**src/rtl/core/scn_pkg.sv**
```systemverilog
// ----------------------------------------------------------------------------
// scn_pkg
// Shared widths, register indexes, reset values and controller/datapath
// command and status types for the bouncing scanner.
// ----------------------------------------------------------------------------
package scn_pkg;

  // fixed point format of the head position
  localparam int PosFracBits = 16;
  localparam int PosW        = 26;
  localparam int MaxLeds     = 1024;

  // field widths
  localparam int IdxW      = 10;
  localparam int ElapsedW  = 16;
  localparam int NumLedsW  = 11;
  localparam int CycW      = 16;
  localparam int TailW     = 16;
  localparam int RedW      = 8;
  localparam int CfgIdxW   = 2;
  localparam int CfgDataW  = 16;

  // tail length in position units
  localparam int TailPW    = TailW + PosFracBits - 8;

  // arithmetic widths
  localparam int ProdW     = 32;
  localparam int StepNumW  = PosW + 1;
  localparam int DvdW      = StepNumW + PosFracBits;
  localparam int QuoW      = PosW + 1;
  localparam int RemW      = TailPW;
  localparam int CntW      = $clog2(DvdW + 1);

  // register indexes
  localparam logic [CfgIdxW-1:0] CfgEnable  = 2'd0;
  localparam logic [CfgIdxW-1:0] CfgNumLeds = 2'd1;
  localparam logic [CfgIdxW-1:0] CfgCycle   = 2'd2;
  localparam logic [CfgIdxW-1:0] CfgTail    = 2'd3;

  // register reset values
  localparam logic [NumLedsW-1:0] NumLedsRst = NumLedsW'(60);
  localparam logic [CycW-1:0]     CycRst     = CycW'(5000);
  localparam logic [TailW-1:0]    TailRst    = TailW'(3840);

  // item operations
  localparam logic OpAdvance = 1'b0;
  localparam logic OpRender  = 1'b1;

  localparam logic [RedW-1:0] RedFull = 8'd255;

  // controller to datapath
  typedef struct packed {
    logic capture;
    logic prep;
    logic div_start;
    logic update;
    logic load_out;
  } scn_cmd_t;

  // datapath to controller
  typedef struct packed {
    logic need_div;
    logic div_done;
  } scn_sts_t;

endpackage

```
**src/rtl/core/scn_in_if.sv**
```systemverilog
// ----------------------------------------------------------------------------
// scn_in_if
// Item channel into the scanner: operation, elapsed time and pixel index.
// ----------------------------------------------------------------------------
interface scn_in_if;
  logic        valid;
  logic        ready;
  logic        op;
  logic [15:0] elapsed_ms;
  logic [9:0]  pixel_index;

  modport source (output valid, output op, output elapsed_ms, output pixel_index,
                  input ready);
  modport sink   (input valid, input op, input elapsed_ms, input pixel_index,
                  output ready);
endinterface

```
**src/rtl/core/scn_out_if.sv**
```systemverilog
// ----------------------------------------------------------------------------
// scn_out_if
// Result channel out of the scanner: shade, drawn flag and head state.
// ----------------------------------------------------------------------------
interface scn_out_if;
  logic        valid;
  logic        ready;
  logic [7:0]  red;
  logic        drawn;
  logic [25:0] head_position;
  logic        moving_forward;

  modport source (output valid, output red, output drawn, output head_position,
                  output moving_forward, input ready);
  modport sink   (input valid, input red, input drawn, input head_position,
                  input moving_forward, output ready);
endinterface

```
**src/rtl/core/scn_cfg_if.sv**
```systemverilog
// ----------------------------------------------------------------------------
// scn_cfg_if
// Register write channel: register index and write data.
// ----------------------------------------------------------------------------
interface scn_cfg_if;
  logic        valid;
  logic        ready;
  logic [1:0]  index;
  logic [15:0] data;

  modport source (output valid, output index, output data, input ready);
  modport sink   (input valid, input index, input data, output ready);
endinterface

```
**src/rtl/core/bouncing_scanner_with_fading_tail.sv**
```systemverilog
// ----------------------------------------------------------------------------
// bouncing_scanner_with_fading_tail
// Bouncing head with a fading red tail, advanced and shaded item by item.
// ----------------------------------------------------------------------------
// Usage:
//   in_i carries items: op 0 advances the head by elapsed_ms, op 1 asks for
//   the shade of pixel_index. Every item yields exactly one transfer on out_o
//   with red, drawn, and the head position and direction after the item.
//   cfg_i writes the four registers (enable, num_leds, cycle_time_ms,
//   tail_length_q8) by index; it is always ready and is meant to be used
//   while no item is in flight. Writing enable as 1 parks the head at 0,
//   moving forward.
//   An item that needs no division goes from capture through preparation and
//   the check straight to the result register; a moving advance runs 43 divider
//   steps and a tail pixel 32 divider steps. Items are handled one at a time
//   and the input is ready again in the cycle after the hand-over, so a new
//   item is taken only once the previous one has been handed over.
//   A finished result waits in the output register while a stalled receiver
//   holds off; the next item is still taken and computed, and is handed over
//   once the register is free.
//   Reset clears the registers to their defaults, the head to 0 moving
//   forward, and empties the output register.
// ----------------------------------------------------------------------------
module bouncing_scanner_with_fading_tail import scn_pkg::*; (
  input  logic      clk_i,
  input  logic      rst_ni,
  scn_in_if.sink    in_i,
  scn_out_if.source out_o,
  scn_cfg_if.sink   cfg_i
);

  scn_cmd_t cmd;
  scn_sts_t sts;
  logic     in_ready;
  logic     out_valid;

  assign cfg_i.ready = 1'b1;

  scn_ctrl u_ctrl (
    .clk_i       (clk_i),
    .rst_ni      (rst_ni),
    .in_valid_i  (in_i.valid),
    .in_ready_o  (in_ready),
    .out_valid_o (out_valid),
    .out_ready_i (out_o.ready),
    .sts_i       (sts),
    .cmd_o       (cmd)
  );

  scn_dp u_dp (
    .clk_i      (clk_i),
    .rst_ni     (rst_ni),
    .cfg_we_i   (cfg_i.valid),
    .cfg_idx_i  (cfg_i.index),
    .cfg_data_i (cfg_i.data),
    .op_i       (in_i.op),
    .elapsed_i  (in_i.elapsed_ms),
    .pixel_i    (in_i.pixel_index),
    .cmd_i      (cmd),
    .sts_o      (sts),
    .red_o      (out_o.red),
    .drawn_o    (out_o.drawn),
    .head_o     (out_o.head_position),
    .fwd_o      (out_o.moving_forward)
  );

  assign in_i.ready  = in_ready;
  assign out_o.valid = out_valid;

  // checks
  a_busy_after_accept: assert property (@(posedge clk_i) disable iff (!rst_ni)
    (in_i.valid && in_ready) |=> !in_ready)
    else $error("item taken while the previous one is still in work");

  a_no_overwrite: assert property (@(posedge clk_i) disable iff (!rst_ni)
    cmd.load_out |-> (!out_valid || out_o.ready))
    else $error("result register overwritten before its transfer");

  a_div_not_instant: assert property (@(posedge clk_i) disable iff (!rst_ni)
    cmd.div_start |=> !sts.div_done)
    else $error("divider finished one cycle after start");

  a_dark_when_not_drawn: assert property (@(posedge clk_i) disable iff (!rst_ni)
    (out_valid && !out_o.drawn) |-> (out_o.red == '0))
    else $error("pixel shaded although not drawn");

endmodule

```
**src/rtl/core/scn_div.sv**
```systemverilog
// ----------------------------------------------------------------------------
// scn_div
// Restoring bit-serial divider, one quotient bit per cycle. The dividend is
// left aligned and the iteration count sets how many bits are consumed.
// Quotient bits beyond QuoW raise a sticky overflow flag.
// ----------------------------------------------------------------------------
module scn_div import scn_pkg::*; (
  input  logic            clk_i,
  input  logic            rst_ni,
  input  logic            start_i,
  input  logic [DvdW-1:0] dividend_i,
  input  logic [RemW-1:0] divisor_i,
  input  logic [CntW-1:0] iters_i,
  output logic            done_o,
  output logic [QuoW-1:0] quo_o,
  output logic            ovf_o
);

  logic            busy_q, done_q;
  logic [CntW-1:0] cnt_q;
  logic [DvdW-1:0] dvd_q;
  logic [RemW-1:0] dsr_q, rem_q, rem_d;
  logic [QuoW-1:0] quo_q;
  logic            ovf_q;
  logic [RemW:0]   trial;
  logic            fits;

  // one restoring step
  assign trial = {rem_q, dvd_q[DvdW-1]};
  assign fits  = trial >= {1'b0, dsr_q};
  always_comb begin
    if (fits) begin
      rem_d = RemW'(trial - {1'b0, dsr_q});
    end else begin
      rem_d = trial[RemW-1:0];
    end
  end

  // iteration control
  always_ff @(posedge clk_i or negedge rst_ni) begin
    if (!rst_ni) begin
      busy_q <= 1'b0;
      done_q <= 1'b0;
      cnt_q  <= '0;
    end else if (start_i) begin
      busy_q <= 1'b1;
      done_q <= 1'b0;
      cnt_q  <= iters_i;
    end else if (busy_q) begin
      cnt_q <= cnt_q - CntW'(1);
      if (cnt_q == CntW'(1)) begin
        busy_q <= 1'b0;
        done_q <= 1'b1;
      end
    end else begin
      done_q <= 1'b0;
    end
  end

  // working registers
  always_ff @(posedge clk_i) begin
    if (start_i) begin
      dvd_q <= dividend_i;
      dsr_q <= divisor_i;
      rem_q <= '0;
      quo_q <= '0;
      ovf_q <= 1'b0;
    end else if (busy_q) begin
      dvd_q <= {dvd_q[DvdW-2:0], 1'b0};
      rem_q <= rem_d;
      quo_q <= {quo_q[QuoW-2:0], fits};
      ovf_q <= ovf_q | quo_q[QuoW-1];
    end
  end

  assign done_o = done_q;
  assign quo_o  = quo_q;
  assign ovf_o  = ovf_q;

endmodule

```
**src/rtl/core/scn_dp.sv**
```systemverilog
// ----------------------------------------------------------------------------
// scn_dp
// Scanner datapath: registers, head state, step and shade arithmetic,
// shared divider and the result register.
// ----------------------------------------------------------------------------
module scn_dp import scn_pkg::*; (
  input  logic                clk_i,
  input  logic                rst_ni,
  // register writes
  input  logic                cfg_we_i,
  input  logic [CfgIdxW-1:0]  cfg_idx_i,
  input  logic [CfgDataW-1:0] cfg_data_i,
  // item payload
  input  logic                op_i,
  input  logic [ElapsedW-1:0] elapsed_i,
  input  logic [IdxW-1:0]     pixel_i,
  // control
  input  scn_cmd_t            cmd_i,
  output scn_sts_t            sts_o,
  // result payload
  output logic [RedW-1:0]     red_o,
  output logic                drawn_o,
  output logic [PosW-1:0]     head_o,
  output logic                fwd_o
);

  // registers and head state
  logic                en_q;
  logic [NumLedsW-1:0] nleds_q;
  logic [CycW-1:0]     cyc_q;
  logic [TailW-1:0]    tail_q;
  logic [PosW-1:0]     head_q, head_d;
  logic                fwd_q, fwd_d;

  // captured item and working values
  logic                op_q;
  logic [ElapsedW-1:0] elapsed_q;
  logic [IdxW-1:0]     idx_q;
  logic [ProdW-1:0]    prod_q, prod_d;
  logic [RedW-1:0]     red_q, red_d;
  logic                drawn_q, drawn_d;
  logic                need_div_q, need_div_d;

  // result register
  logic [RedW-1:0]     out_red_q;
  logic                out_drawn_q;
  logic [PosW-1:0]     out_head_q;
  logic                out_fwd_q;

  // combinational terms
  logic [NumLedsW-1:0] n_w, nm1_w;
  logic [PosW-1:0]     lim_w;
  logic                adv_active;
  logic [PosW:0]       rnd_w;
  logic [NumLedsW-1:0] hidx_w;
  logic [PosW-1:0]     p_w, d_w;
  logic [TailPW-1:0]   tailp_w, diff_w;
  logic                full_w, dark_w, in_strip;
  logic [DvdW-1:0]     div_dvd;
  logic [RemW-1:0]     div_dsr;
  logic [CntW-1:0]     div_iters;
  logic                div_done;
  logic [QuoW-1:0]     div_quo;
  logic                div_ovf;
  logic [PosW-1:0]     step_w;
  logic [PosW:0]       sum_w, refl_w;

  // strip geometry
  assign n_w        = (nleds_q > NumLedsW'(MaxLeds)) ? NumLedsW'(MaxLeds) : nleds_q;
  assign nm1_w      = n_w - NumLedsW'(1);
  assign lim_w      = PosW'({nm1_w, PosFracBits'(0)});
  assign adv_active = en_q && (n_w >= NumLedsW'(2)) && (cyc_q != '0);

  // shading terms
  assign rnd_w    = {1'b0, head_q} + (PosW+1)'(1 << (PosFracBits - 1));
  assign hidx_w   = NumLedsW'(rnd_w[PosW:PosFracBits]);
  assign p_w      = PosW'({idx_q, PosFracBits'(0)});
  assign d_w      = (p_w >= head_q) ? (p_w - head_q) : (head_q - p_w);
  assign tailp_w  = TailPW'({tail_q, (PosFracBits - 8)'(0)});
  assign diff_w   = tailp_w - TailPW'(d_w);
  assign in_strip = en_q && (NumLedsW'(idx_q) < n_w);
  assign full_w   = NumLedsW'(idx_q) == hidx_w;
  assign dark_w   = (tail_q == '0) || (d_w > PosW'(tailp_w));

  // preparation step
  always_comb begin
    prod_d     = prod_q;
    red_d      = red_q;
    drawn_d    = drawn_q;
    need_div_d = need_div_q;
    if (cmd_i.prep) begin
      red_d   = '0;
      drawn_d = 1'b0;
      if (op_q == OpAdvance) begin
        prod_d     = (ProdW'(nm1_w) * ProdW'(elapsed_q)) << 1;
        need_div_d = adv_active;
      end else begin
        prod_d     = (ProdW'(diff_w) << 8) - ProdW'(diff_w);
        drawn_d    = in_strip;
        need_div_d = in_strip && !full_w && !dark_w;
        if (in_strip && full_w) begin
          red_d = RedFull;
        end
      end
    end else if (cmd_i.update && op_q == OpRender) begin
      red_d = div_quo[RedW-1:0];
    end
  end

  // divider operands
  always_comb begin
    if (op_q == OpAdvance) begin
      div_dvd   = {prod_q[StepNumW-1:0], PosFracBits'(0)};
      div_dsr   = RemW'(cyc_q);
      div_iters = CntW'(DvdW);
    end else begin
      div_dvd   = {prod_q, (DvdW - ProdW)'(0)};
      div_dsr   = RemW'(tailp_w);
      div_iters = CntW'(ProdW);
    end
  end

  scn_div u_div (
    .clk_i      (clk_i),
    .rst_ni     (rst_ni),
    .start_i    (cmd_i.div_start),
    .dividend_i (div_dvd),
    .divisor_i  (div_dsr),
    .iters_i    (div_iters),
    .done_o     (div_done),
    .quo_o      (div_quo),
    .ovf_o      (div_ovf)
  );

  // head movement: park on enable, clamp on prep, step and reflect on update
  assign step_w = (div_ovf || (div_quo > {1'b0, lim_w})) ? lim_w : div_quo[PosW-1:0];
  assign sum_w  = {1'b0, head_q} + {1'b0, step_w};
  assign refl_w = {lim_w, 1'b0} - sum_w;

  always_comb begin
    head_d = head_q;
    fwd_d  = fwd_q;
    if (cfg_we_i && cfg_idx_i == CfgEnable && cfg_data_i[0]) begin
      head_d = '0;
      fwd_d  = 1'b1;
    end else if (cmd_i.prep && op_q == OpAdvance && adv_active && head_q > lim_w) begin
      head_d = lim_w;
    end else if (cmd_i.update && op_q == OpAdvance) begin
      if (fwd_q) begin
        if (sum_w >= {1'b0, lim_w}) begin
          head_d = refl_w[PosW-1:0];
          fwd_d  = 1'b0;
        end else begin
          head_d = sum_w[PosW-1:0];
        end
      end else if (step_w >= head_q) begin
        head_d = step_w - head_q;
        fwd_d  = 1'b1;
      end else begin
        head_d = head_q - step_w;
      end
    end
  end

  // register file and head state
  always_ff @(posedge clk_i or negedge rst_ni) begin
    if (!rst_ni) begin
      en_q    <= 1'b0;
      nleds_q <= NumLedsRst;
      cyc_q   <= CycRst;
      tail_q  <= TailRst;
      head_q  <= '0;
      fwd_q   <= 1'b1;
    end else begin
      head_q <= head_d;
      fwd_q  <= fwd_d;
      if (cfg_we_i) begin
        unique case (cfg_idx_i)
          CfgEnable:  en_q    <= cfg_data_i[0];
          CfgNumLeds: nleds_q <= cfg_data_i[NumLedsW-1:0];
          CfgCycle:   cyc_q   <= cfg_data_i[CycW-1:0];
          CfgTail:    tail_q  <= cfg_data_i[TailW-1:0];
          default: ;
        endcase
      end
    end
  end

  // item capture and working registers
  always_ff @(posedge clk_i) begin
    if (cmd_i.capture) begin
      op_q      <= op_i;
      elapsed_q <= elapsed_i;
      idx_q     <= pixel_i;
    end
    prod_q     <= prod_d;
    red_q      <= red_d;
    drawn_q    <= drawn_d;
    need_div_q <= need_div_d;
  end

  // result register
  always_ff @(posedge clk_i) begin
    if (cmd_i.load_out) begin
      out_red_q   <= red_q;
      out_drawn_q <= drawn_q;
      out_head_q  <= head_q;
      out_fwd_q   <= fwd_q;
    end
  end

  assign sts_o.need_div = need_div_q;
  assign sts_o.div_done = div_done;

  assign red_o   = out_red_q;
  assign drawn_o = out_drawn_q;
  assign head_o  = out_head_q;
  assign fwd_o   = out_fwd_q;

endmodule

```
**src/rtl/core/scn_ctrl.sv**
```systemverilog
// ----------------------------------------------------------------------------
// scn_ctrl
// Scanner controller: sequences capture, preparation, division, update and
// the hand-over to the result register, and owns the channel handshakes.
// ----------------------------------------------------------------------------
module scn_ctrl import scn_pkg::*; (
  input  logic     clk_i,
  input  logic     rst_ni,
  input  logic     in_valid_i,
  output logic     in_ready_o,
  output logic     out_valid_o,
  input  logic     out_ready_i,
  input  scn_sts_t sts_i,
  output scn_cmd_t cmd_o
);

  localparam logic [2:0] S_IDLE = 3'd0;
  localparam logic [2:0] S_PREP = 3'd1;
  localparam logic [2:0] S_CHK  = 3'd2;
  localparam logic [2:0] S_DIV  = 3'd3;
  localparam logic [2:0] S_UPD  = 3'd4;
  localparam logic [2:0] S_FIN  = 3'd5;

  logic [2:0] state_q, state_d;
  logic       out_valid_q, out_valid_d;
  logic       out_free;

  assign out_free = !out_valid_q || out_ready_i;

  // next state and commands
  always_comb begin
    state_d = state_q;
    cmd_o   = '0;
    unique case (state_q)
      S_IDLE: begin
        if (in_valid_i) begin
          cmd_o.capture = 1'b1;
          state_d       = S_PREP;
        end
      end
      S_PREP: begin
        cmd_o.prep = 1'b1;
        state_d    = S_CHK;
      end
      S_CHK: begin
        if (sts_i.need_div) begin
          cmd_o.div_start = 1'b1;
          state_d         = S_DIV;
        end else begin
          state_d = S_FIN;
        end
      end
      S_DIV: begin
        if (sts_i.div_done) begin
          state_d = S_UPD;
        end
      end
      S_UPD: begin
        cmd_o.update = 1'b1;
        state_d      = S_FIN;
      end
      S_FIN: begin
        if (out_free) begin
          cmd_o.load_out = 1'b1;
          state_d        = S_IDLE;
        end
      end
      default: state_d = S_IDLE;
    endcase
  end

  // result valid flag
  always_comb begin
    out_valid_d = out_valid_q;
    if (cmd_o.load_out) begin
      out_valid_d = 1'b1;
    end else if (out_ready_i) begin
      out_valid_d = 1'b0;
    end
  end

  always_ff @(posedge clk_i or negedge rst_ni) begin
    if (!rst_ni) begin
      state_q     <= S_IDLE;
      out_valid_q <= 1'b0;
    end else begin
      state_q     <= state_d;
      out_valid_q <= out_valid_d;
    end
  end

  assign in_ready_o  = state_q == S_IDLE;
  assign out_valid_o = out_valid_q;

endmodule
```
**src/flat_wrapper.sv**
```systemverilog
// flat-port wrapper written by rule: the top's interface ports become plain ports
module bouncing_scanner_with_fading_tail_flat import scn_pkg::*;
  (clk_i, rst_ni, in_i_valid, in_i_op, in_i_elapsed_ms, in_i_pixel_index, in_i_ready, out_o_valid, out_o_red, out_o_drawn, out_o_head_position, out_o_moving_forward, out_o_ready, cfg_i_valid, cfg_i_index, cfg_i_data, cfg_i_ready);
  scn_in_if in_i_i ();
  scn_out_if out_o_i ();
  scn_cfg_if cfg_i_i ();
  input  logic clk_i;
  input  logic rst_ni;
  input wire logic [$bits(in_i_i.valid)-1:0] in_i_valid;
  input wire logic [$bits(in_i_i.op)-1:0] in_i_op;
  input wire logic [$bits(in_i_i.elapsed_ms)-1:0] in_i_elapsed_ms;
  input wire logic [$bits(in_i_i.pixel_index)-1:0] in_i_pixel_index;
  output wire logic [$bits(in_i_i.ready)-1:0] in_i_ready;
  output wire logic [$bits(out_o_i.valid)-1:0] out_o_valid;
  output wire logic [$bits(out_o_i.red)-1:0] out_o_red;
  output wire logic [$bits(out_o_i.drawn)-1:0] out_o_drawn;
  output wire logic [$bits(out_o_i.head_position)-1:0] out_o_head_position;
  output wire logic [$bits(out_o_i.moving_forward)-1:0] out_o_moving_forward;
  input wire logic [$bits(out_o_i.ready)-1:0] out_o_ready;
  input wire logic [$bits(cfg_i_i.valid)-1:0] cfg_i_valid;
  input wire logic [$bits(cfg_i_i.index)-1:0] cfg_i_index;
  input wire logic [$bits(cfg_i_i.data)-1:0] cfg_i_data;
  output wire logic [$bits(cfg_i_i.ready)-1:0] cfg_i_ready;
  assign in_i_i.valid = in_i_valid;
  assign in_i_i.op = in_i_op;
  assign in_i_i.elapsed_ms = in_i_elapsed_ms;
  assign in_i_i.pixel_index = in_i_pixel_index;
  assign in_i_ready = in_i_i.ready;
  assign out_o_valid = out_o_i.valid;
  assign out_o_red = out_o_i.red;
  assign out_o_drawn = out_o_i.drawn;
  assign out_o_head_position = out_o_i.head_position;
  assign out_o_moving_forward = out_o_i.moving_forward;
  assign out_o_i.ready = out_o_ready;
  assign cfg_i_i.valid = cfg_i_valid;
  assign cfg_i_i.index = cfg_i_index;
  assign cfg_i_i.data = cfg_i_data;
  assign cfg_i_ready = cfg_i_i.ready;
  bouncing_scanner_with_fading_tail u_core (.clk_i(clk_i), .rst_ni(rst_ni), .in_i(in_i_i), .out_o(out_o_i), .cfg_i(cfg_i_i));
endmodule
```
**config.mk**
```make
export PLATFORM = sky130hd
export DESIGN_NAME = bouncing_scanner_with_fading_tail_flat
export DESIGN_NICKNAME = d
export VERILOG_FILES = /design/src/rtl/core/scn_pkg.sv /design/src/rtl/core/scn_in_if.sv /design/src/rtl/core/scn_out_if.sv /design/src/rtl/core/scn_cfg_if.sv /design/src/rtl/core/bouncing_scanner_with_fading_tail.sv /design/src/rtl/core/scn_div.sv /design/src/rtl/core/scn_dp.sv /design/src/rtl/core/scn_ctrl.sv /design/src/flat_wrapper.sv
export SDC_FILE = /design/constraint.sdc
export NUM_CORES = 1
export LEC_CHECK = 0
export BUFFER_PORTS_ARGS = -buffer_cell sky130_fd_sc_hd__buf_2
export CORE_ASPECT_RATIO = 0.6
export CORE_MARGIN = 2
export CORE_UTILIZATION = 44
export CTS_BUF_LIST = sky130_fd_sc_hd__clkbuf_4 sky130_fd_sc_hd__clkbuf_8
export CTS_CLUSTER_DIAMETER = 80
export DETAILED_ROUTE_END_ITERATION = 6
export PLACE_DENSITY = 0.68
export SETUP_SLACK_MARGIN = 0.3
export SYNTH_ARGS = -nofsm -noshare
export SYNTH_HDL_FRONTEND = slang
export SYNTH_SLANG_ARGS = --single-unit
```
**constraint.sdc**
```tcl
create_clock -name clk_i -period 10.1 [get_ports clk_i]
set_input_delay 2.02 -clock clk_i [delete_from_list [all_inputs] [get_ports clk_i]]
set_output_delay 2.02 -clock clk_i [all_outputs]
set_load 0.02 [all_outputs]
```
# Word level (Yosys, flattened, before mapping)
# Cells that the tools add are included.
classes:
  addsub: 12
  n_mul: 1
  n_lt_le_gt_ge: 10
  eq_ne: 15
  muxes: 50
  bitwise: 2
  reduce_logical: 34
ops:
  columns: ["cell", "n"]
  rows:
  - ["26-bit two-way mux", 8]
  - ["26-bit subtractor", 5]
  - ["43-bit two-way mux", 3]
  - ["26-bit >= comparator", 2]
  - ["24-bit subtractor", 2]
  - ["8-bit two-way mux", 4]
  - ["32-bit by 24-bit subtractor with 32-bit output", 1]
  - ["28-bit two-way mux", 1]
  - ["26-bit by 16-bit adder with 27-bit output (second input constant)", 1]
  - ["26-bit by 26-bit adder with 27-bit output", 1]
  - ["27-bit by 26-bit >= comparator with 1-bit output", 1]
  - ["27-bit by 26-bit > comparator with 1-bit output", 1]
  - ["11-bit by 16-bit multiplier with 27-bit output", 1]
  - ["26-bit by 24-bit > comparator with 1-bit output", 1]
  - ["26-bit > comparator", 1]
  - ["25-bit by 24-bit >= comparator with 1-bit output", 1]
  - ["24-bit two-way mux", 1]
  - ["1-bit two-way mux", 23]
  - ["3-bit one-hot mux with 6 select lines", 1]
  - ["16-bit logical NOT", 1]
  - ["16-bit two-way mux", 1]
  - ["16-bit nonzero test", 1]
  - ["1-bit logical AND", 13]
  - ["3-bit two-way mux", 4]
  - ["27 further kinds", 45]
word_totals:
  ff_bits: 307
  out_inout_bits: 39

# Depth between registers and ports, before layout
# Gate-level depths: netlist of the first run.
logic_depth:
  ltp_word: 13
  mapped_depth: 46
  ltp_nobuf: 41

# Cells and area by module
# From an unflattened synthesis of the first run, not the netlist that was laid out.
hier_totals:
  cells_unflattened: 3379
  hier_area_um2: 30367.9
modules_own_cells:
  columns: ["mod", "n_inst", "cells_each", "area_per_inst_um2"]
  rows:
  - ["scn_dp", 1, 2766, 23595.1]
  - ["scn_div", 1, 579, 6452.4]
  - ["scn_ctrl", 1, 32, 309.0]
  - ["bouncing_scanner_with_fading_tail", 1, 2, 11.3]

# Least setup slack after synthesis of the first run
# OpenSTA, ideal clock, no wires.
synth_timing:
  path_type: "flip-flop to flip-flop"
  from: "reg u_core.u_dp.nleds_q[10]"
  to: "reg u_core.u_dp.head_q[21]"
  setup_ns: 0.135
  arrival_time_ns: 8.879
  required_ns: 9.965
  path_slack_ns: 1.087
  path_stages_with_launch: 41
  path_buffers: 8
  synth_period_minus_slack_ns: 9.013
  path_cell_list: "dfrtp_1 nand2b_1 clkbuf_1 clkbuf_1 ha_1 inv_1 o22ai_1 clkbuf_1 buf_1 inv_1 ha_1 a21o_1 a211oi_1 o21ai_0 a21oi_1 clkbuf_1 clkbuf_1 nand2_1 [5 not listed] o311a_1 o2111ai_1 a31oi_1 o31a_1 a21oi_1 o21bai_1 xor2_1 inv_1 ha_1 a21o_1 a2111oi_0 o311a_1 clkbuf_1 nand2_1 buf_2 o21a_1 o21ai_0 o22ai_1"
synth_via:
  elab_chain_len: 13
synth_rtl:
  columns: ["element", "line", "text"]
  rows:
  - ["from (decl)", "scn_dp.sv:29", "logic [NumLedsW-1:0] nleds_q;"]
  - ["from (signal assigned)", "scn_dp.sv:169", "nleds_q <= NumLedsRst;"]
  - ["from (signal assigned)", "scn_dp.sv:180", "CfgNumLeds: nleds_q <= cfg_data_i[NumLedsW-1:0];"]
  - ["11-bit > comparator", "scn_dp.sv:69", "assign n_w = (nleds_q > NumLedsW'(MaxLeds)) ? NumLedsW'(MaxLeds) : nleds_q;"]
  - ["11-bit two-way mux (*)", "scn_dp.sv:69", null]
  - ["11-bit by 1-bit subtractor with 11-bit output", "scn_dp.sv:70", "assign nm1_w = n_w - NumLedsW'(1);"]
  - ["27-bit by 26-bit > comparator with 1-bit output", "scn_dp.sv:136", "assign step_w = (div_ovf || (div_quo > {1'b0, lim_w})) ? lim_w : div_quo[PosW-1:0];"]
  - ["1-bit logical OR", "scn_dp.sv:136", null]
  - ["26-bit two-way mux", "scn_dp.sv:136", null]
  - ["26-bit by 26-bit adder with 27-bit output", "scn_dp.sv:137", "assign sum_w = {1'b0, head_q} + {1'b0, step_w};"]
  - ["26-bit subtractor or 27-bit by 26-bit >= comparator with 1-bit output (tied branches)", "scn_dp.sv:138, scn_dp.sv:150", null]
  - ["26-bit two-way mux", "scn_dp.sv:150", "if (sum_w >= {1'b0, lim_w}) begin"]
  - ["26-bit two-way mux", "scn_dp.sv:149", "if (fwd_q) begin"]
  - ["26-bit two-way mux", "scn_dp.sv:148", "end else if (cmd_i.update && op_q == OpAdvance) begin"]
  - ["26-bit two-way mux", "scn_dp.sv:146", "end else if (cmd_i.prep && op_q == OpAdvance && adv_active && head_q > lim_w) begin"]
  - ["26-bit two-way mux", "scn_dp.sv:143", "if (cfg_we_i && cfg_idx_i == CfgEnable && cfg_data_i[0]) begin"]
  - ["to (signal assigned)", "scn_dp.sv:172", "head_q <= '0;"]
  - ["to (signal assigned)", "scn_dp.sv:175", "head_q <= head_d;"]
  - ["to (decl)", "scn_dp.sv:32", "logic [PosW-1:0] head_q, head_d;"]
# Mark *: on every way between the ends. The rest lies on a longest branch, timed or not. The select of a mux whose other input is x is not followed.
# A chain may end at the register's enable or synchronous reset.

# Worst setup path in the final report of the first run
layout_timing:
  from: "reg u_core.u_dp.nleds_q[2]"
  to: "reg u_core.u_dp.head_q[1]"
# Same word-level chain as after synthesis.

==> results of run 1 <==
==> cell usage in the layout, fill, tap and decap left out, types with 28 or more instances in the layout <==
cell type,synthesis,routed
a211oi_1,32,32
a21o_1,94,94
a21oi_1,240,239
and2_1,92,91
buf_2,8,86
buf_4,1,48
clkbuf_8,0,56
dfrtp_1,69,68
dfxtp_1,52,52
edfxtp_1,161,161
fa_1,130,130
ha_1,297,297
inv_1,309,309
mux2_2,70,70
mux2i_1,98,98
nand2_1,328,328
nand2b_1,35,35
nand3_1,55,55
nand4_1,40,40
nor2_1,222,221
nor2b_1,40,39
nor3_1,51,50
o21ai_0,168,166
o21bai_1,28,28
xnor2_1,132,131
xor2_1,69,69
==> Yosys cell counts, drive strengths merged, types with 71 or more instances <==
cell type / n / area, µm²
ha: 297 / 3716
inv: 309 / 1160
nor2: 222 / 833.3
nand2: 328 / 1231
xnor2: 132 / 1156
a21o: 95 / 714.4
mux2: 71 / 799.5
mux2i: 98 / 980.9
a21oi: 240 / 1201
clkbuf: 132 / 495.5
edfxtp: 161 / 4835
and2: 93 / 584.3
fa: 130 / 2603
o21ai: 174 / 874.6
==> metrics by stage <==
step / instances / hold slack [ns] / utilization / worst slack [ns] / cell area, µm²
after detailed placement: 4173 / 0.4065 / 0.4638 / 0.9426 / 30540
after floorplan: 3298 / 0.4003 / - / 1.087 / 29170
after CTS: 4271 / 0.3979 / 0.4825 / 0.9309 / 31770
final: 4274 / 0.4200 / 0.4829 / 0.9868 / 31800
after global routing: 4273 / 0.4020 / 0.4828 / 0.3110 / 31800
after global placement: 4173 / 0.4061 / 0.4638 / 1.030 / 30540
==> routing by layer <==
metal / up-vias / wire length [µm]
li1: 11550 / -
met1: 12052 / 43210
met2: 1193 / 35530
met3: 130 / 11270
met4: 0 / 2042
met5: - / 0
==> cell families (layout without fill, tap and decap cells) <==
| family | after synthesis | count (layout) | share of synthesized area |
|---|---|---|---|
| AOI/OAI and AO/OA | 762 | 763 | 0.1661 |
| muxes | 169 | 169 | 0.06103 |
| xor gates and xnor gates | 202 | 202 | 0.06112 |
| and+or+nand+nor | 971 | 971 | 0.1606 |
| DFF | 296 | 296 | 0.2732 |
| buffers and inverters | 470 | 544 | 0.06121 |
| adders and majority gates | 427 | 427 | 0.2166 |
| other | 1 | 2 | 0.0001285 |
==> worst max path at each step <==
stage	startpoint	end	slack [ns]	cells past startpoint
global route	u_core.u_dp.nleds_q[2]$_DFFE_PN1P_	u_core.u_dp.head_q[1]$_DFFE_PN0P_	0.31	40
floorplan	u_core.u_dp.nleds_q[10]$_DFFE_PN0P_	u_core.u_dp.head_q[21]$_DFFE_PN0P_	1.09	40
global placement	u_core.u_dp.nleds_q[2]$_DFFE_PN1P_	u_core.u_dp.head_q[1]$_DFFE_PN0P_	1.03	40
finish	u_core.u_dp.nleds_q[2]$_DFFE_PN1P_	u_core.u_dp.head_q[1]$_DFFE_PN0P_	0.99	40
detailed placement	u_core.u_dp.nleds_q[2]$_DFFE_PN1P_	u_core.u_dp.head_q[1]$_DFFE_PN0P_	0.94	40
CTS	u_core.u_dp.nleds_q[2]$_DFFE_PN1P_	u_core.u_dp.head_q[1]$_DFFE_PN0P_	0.93	40
==> flip-flops by register name, summed over array words and instances (netlist names), 3 cells and up <==
register	count
u_core.u_dp.u_div.cnt_q	6
u_core.u_dp.u_div.quo_o	27
u_core.u_dp.tail_q	16
u_core.u_dp.idx_q	10
u_core.u_dp.head_o	26
u_core.u_dp.u_div.dvd_q	32
u_core.u_dp.red_o	8
u_core.u_dp.red_q	8
u_core.u_dp.nleds_q	11
u_core.u_dp.prod_q	32
u_core.u_ctrl.state_q	3
u_core.u_dp.u_div.dsr_q	24
u_core.u_dp.u_div.rem_q	24
u_core.u_dp.elapsed_q	16
u_core.u_dp.cyc_q	16
u_core.u_dp.head_q	26
==> timing repair <==
action / CTS / global route
endpoints found under the setup margin: 0 / 18
hold endpoints to repair: 0 / 0
resized for setup: 0 / 3
setup buffers: 0 / 1
==> final cells by class <==
| class | count | area, µm² |
|---|---|---|
| Clock buffer | 69 | 868.3 |
| Antenna cell | 1 | 2.502 |
| Clock inverter | 29 | 361.6 |
| Tap cell | 900 | 1126 |
| Multi-Input combinational cell | 2533 | 19500 |
| Timing Repair Buffer | 134 | 790.8 |
| Inverter | 312 | 1171 |
| Sequential cell | 296 | 7974 |
| Fill cell | 6273 | 34060 |
==> worst register-to-register path, delay by kind of cell (launching register included) <==
| kind | cells | cell delay (ns) |
|---|---|---|
| DFF | 1 | 0.40 |
| xor gates and xnor gates | 2 | 0.58 |
| and+or+nand+nor | 9 | 1.29 |
| muxes | 1 | 0.34 |
| buffers and inverters | 4 | 0.68 |
| adders and majority gates | 3 | 1.01 |
| AOI/OAI and AO/OA | 21 | 4.72 |
==> results.toml, run 1 <==
[status]
outcome = "finished clean"

[cts]
cts_root_buf = "clkbuf_8"
clkTransAtPathRegs_ns = 0.08
cts_buffers = 52
ctsHtreeMaxLevel = 2
ctsHoldBuffers = 0
cts.sinks = 296
clock_path_buffers = 3
clkLatencyLatePin_ns = 0.68
cts_tree = "built"

[timing]
final-setup-viol-count = 0
maxSlewViolCount = 0
finClkSkew_ns = 0.03658
fin_tns_setup_ns = 0
fmax_mhz = 109.7
slew_headroom = 0.1759
hold_viol = 0
worst_slew_pin_slew_ns = 1.225
finalCritPeriodShare = 0.9023
post-route-min-period_ns = 9.113
rsz0062_at_grt = "no"

[hold_path]
hold_class = "flip-flop to flip-flop"
hold_depth = 0
hold_start = "u_core.u_dp.red_q[0]$_DFFE_PP_"
hold_path_end = "u_core.u_dp.red_o[0]$_DFFE_PP_"

[global_routing]
grt_pass1_vias = 23023
use_met3 = 0.08615
grt_pass1_wl_um = 140200
global_route.usage.met2 = 0.3576
globalRouteOverflowTotal = 0
use_met1 = 0.4050
grt_max_degree = 76
grt_antenna_before_repair = 0
grt_use_total = 0.2659
top_usage_layer = "met1"

[critical_path]
critPathCaptureType = "flip-flop"
max_stage_delay_ns = 0.48
cp_data_arrival_time_ns = 9.67
r2r_start = "u_core.u_dp.nleds_q[2]$_DFFE_PN1P_"
rr_endpoint = "u_core.u_dp.head_q[1]$_DFFE_PN0P_"
crit_fanout = 15
cp-start-kind = "flip-flop"
rr_worst_depth = 40
cp_slowest_cell = "a2111oi_0"
crit_family = "compound AO/OA/AOI/OAI gates"
required_ns = 10.65
crit_type = "flip-flop to flip-flop"
crit_buf_inv = 4
reg2reg_slack_ns = 0.99

[synth]
ys.flop_type = "edfxtp_1"
synth_fp_nets = 3775
avgSynthCellArea_um2 = 8.845
ys_ff_latch = 296
yosysUniqueCellTypes = 95
synth_seq_area_share = 0.2732
synth-edff-count = 161
syn-cell-area_um2 = 29170
yosysWarningCount = 0
synth_cells = 3298
async_flop_share = 0.2804

[flow_run]
maxCapViolCount = 0

[floorplan]
initial_core_util = 0.4430
ios = 89
fp.coreArea_um2 = 65850
die-height_um = 203.5
die-area_um2 = 68440
num_rows = 73
fp.dieW_um = 336.4

[route]
via_per_inst = 5.832
wl_per_cell_um = 21.54
first_iter_violations = 2757
first_pass_iters = 6
drt-total-wl_um = 92050
drtAntennaViolNets = 0
drc = 0
vias = 24925

[placed_design]
routabilityCongestion = 0.9947
port_buffers = 87
place_hpwl_um = 70540

[final_layout]
nets = 3806
synthToLayoutAreaGrowth_pct = 9.003
drive_gt1_frac = 0.1052
Power of run 1 is left out: the tool's default activity adds up to more than one toggle a clock period on the data nets, which glitch-free logic cannot reach.
==> inputs of run 2 (changes only) <==
GPL_ROUTABILITY_DRIVEN = 0   (was unset)
SYNTH_HIERARCHICAL = 1   (was unset)
==> run 2 against run 1 <==
Compared with the run above:
- routed wire length rose by 1.7%
- final area rose by 3.4%
- flip-flop and latch count rose by 11
- area after synthesis rose by 4.1%
- die area rose by 4.0%
- sequential share of layout area rose by 0.17 points
- the flow now finishes with violations (design-rule violations)
- utilization barely moved
- first-iteration DRC count rose by 20%
- worst setup slack got worse by 0.33 ns
- final cell count rose by 2.3%
- clock-buffer cell count fell by 4
==> results.toml, run 2 <==
[final_layout]
synthToLayoutAreaGrowth_pct = 8.290
final_cell_mix = "inv_1 (316), nand2_1 (312), ha_1 (296)"
nets = 3892
largest_reg_flops = 43
drive_gt1_frac = 0.1270
final_common_cell = "inv_1"
largest-register = "u_core/u_dp/u_div/dvd_q"

[synth]
synth_seq_area_share = 0.2733
async_flop_share = 0.2704
ys.flop_type = "edfxtp_1"
synth_cells = 3379
ys_ff_latch = 307
yosysUniqueCellTypes = 104
synthTopCellsByArea = "edfxtp_1 (17%), ha_1 (12%), fa_1 (8.6%)"
yosysWarningCount = 6
yosysMostFrequentCell = "inv_1"
syn-cell-area_um2 = 30370
synth_top_area_cell = "edfxtp_1"
yosys-top-cells-count = "inv_1 (316), nand2_1 (313), ha_1 (297)"
yosys.area.top_type_share = 0.1701
synth-edff-count = 172
avgSynthCellArea_um2 = 8.987

[critical_path]
rr_worst_depth = 31
max_stage_delay_ns = 1.19
cp_data_arrival_time_ns = 9.91
cp-start-kind = "flip-flop"
crit_fanout = 22
crit_type = "flip-flop to flip-flop"
crit_cells = 31
cp_slowest_cell = "nor4_1"
required_ns = 10.58
critPathCaptureType = "flip-flop"
crit_buf_inv = 5
crit_family = "compound AO/OA/AOI/OAI gates"

[timing]
final-setup-viol-count = 0
fin_tns_setup_ns = 0
maxSlewViolCount = 0
worst_slew_pin_slew_ns = 1.327
slew_headroom = 0.1069
hold_viol = 0
finalCritPeriodShare = 0.9345
rsz0062_at_grt = "no"
finClkSkew_ns = 0.05009
fmax_mhz = 106.0
post-route-min-period_ns = 9.438

[status]
violations = "design-rule violations"
outcome = "finished with violations"

[cts]
ctsHtreeMaxLevel = 2
clock_path_buffers = 3
cts_buffers = 50
clkTransAtPathRegs_ns = 0.06
cts_root_buf = "clkbuf_8"
cts_tree = "built"
ctsHoldBuffers = 0
clkLatencyLatePin_ns = 0.69
cts.sinks = 307

[floorplan]
initial_core_util = 0.4456
ios = 89
num_rows = 74
die-height_um = 207.5
fp.dieW_um = 343.2
die-area_um2 = 71200
fp.coreArea_um2 = 68150

[global_routing]
grt_pass1_wl_um = 142500
grt_pass1_vias = 23755
grt_antenna_before_repair = 1
grt_use_total = 0.2571
grt_max_degree = 66
globalRouteOverflowTotal = 0

[route]
drc = 45
first_pass_iters = 7
drtAntennaViolNets = 0
drt-total-wl_um = 93640
vias = 25980
via_per_inst = 5.941
first_iter_violations = 3321
wl_per_cell_um = 21.41

[placed_design]
port_buffers = 87
place_hpwl_um = 72010

[flow_run]
maxCapViolCount = 0

[hold_path]
hold_depth = 0
hold_class = "flip-flop to flip-flop"
==> run 2: cell types whose count changed in the layout (fill, tap and decap cells not counted), sizes merged, moves of 14 or more <==
cell	before	now
mux2	71	134
a21oi	241	194
nor3	52	76
a21o	95	74
o21a	19	37
or3	11	29
xor2	69	51
mux2i	98	81
nor2	222	238
conb	1	15
nand2	328	314
==> run 2: cell families (layout without fill, tap and decap cells) <==
family          count (synthesis)  after routing  synth area share
compound gates                764            764            0.1643
other cells                     3             19         0.0003708
buf+inv                       480            546           0.06403
flops                         307            307            0.2733
mux                           215            215           0.07639
simple gates                 1009           1009            0.1629
xor+xnor                      174            174           0.05064
fa+ha+maj                     427            427            0.2081
==> run 2: stage by stage <==
step / util / hold WS [ns] / setup WS, ns / std cells / instance area [µm²]
4_1_cts: 0.4795 / 0.4180 / 0.2355 / 4362 / 32680
3_3_place_gp: 0.4635 / 0.4003 / 0.3494 / 4268 / 31580
3_5_place_dp: 0.4635 / 0.4045 / 0.2002 / 4268 / 31580
5_1_grt: 0.4824 / 0.4109 / 0.2744 / 4369 / 32880
2_1_floorplan: - / 0.4003 / 1.670 / 3391 / 30410
6_report: 0.4826 / 0.4184 / 0.6618 / 4373 / 32890
==> run 2: final cells by class <==
cell class	count	area, µm²
Clock buffer	65	819.5
Antenna cell	4	10.01
Timing Repair Buffer	131	780.7
Clock inverter	29	269.0
Fill cell	6521	35260
Multi-Input combinational cell	2604	20350
Inverter	321	1212
Tap cell	912	1141
Sequential cell	307	8302
==> run 2: final timing paths <==
path | from | endpoint | slack (ns)
worst max-delay path | u_core/u_dp/nleds_q[10]$_DFFE_PN0P_ | u_core/u_dp/head_q[16]$_DFFE_PN0P_ | 0.66
worst min-delay path | u_core/u_dp/red_q[6]$_DFFE_PP_ | u_core/u_dp/red_o[6]$_DFFE_PP_ | 0.42
worst max register to register | u_core/u_dp/nleds_q[10]$_DFFE_PN0P_ | u_core/u_dp/head_q[16]$_DFFE_PN0P_ | 0.66
worst min register to register | u_core/u_dp/red_q[6]$_DFFE_PP_ | u_core/u_dp/red_o[6]$_DFFE_PP_ | 0.42
max in group asynchronous | rst_ni | u_core/u_dp/u_div/busy_q$_DFF_PN0_ | 7.60
min in group asynchronous | rst_ni | u_core/u_dp/head_q[20]$_DFFE_PN0P_ | 1.33
==> run 2: routing by layer <==
metal | GRT usage | part of all wire | vias to the layer above
met2 | 0.3083 | 0.35 | 1431
li1 | - | - | 11928
met3 | 0.1157 | 0.15 | 135
met1 | 0.4058 | 0.48 | 12486
met4 | 0.05240 | 0.018 | 0
met5 | 0 | 0 | -
==> run 2: what timing repair did <==
action,in CTS,in global routing
setup buffers,0,7
gates resized for setup,2,27
pin swaps,0,4
endpoints found under the setup margin,11,26
cloned,0,0
Power of run 2 is left out for the same reason.
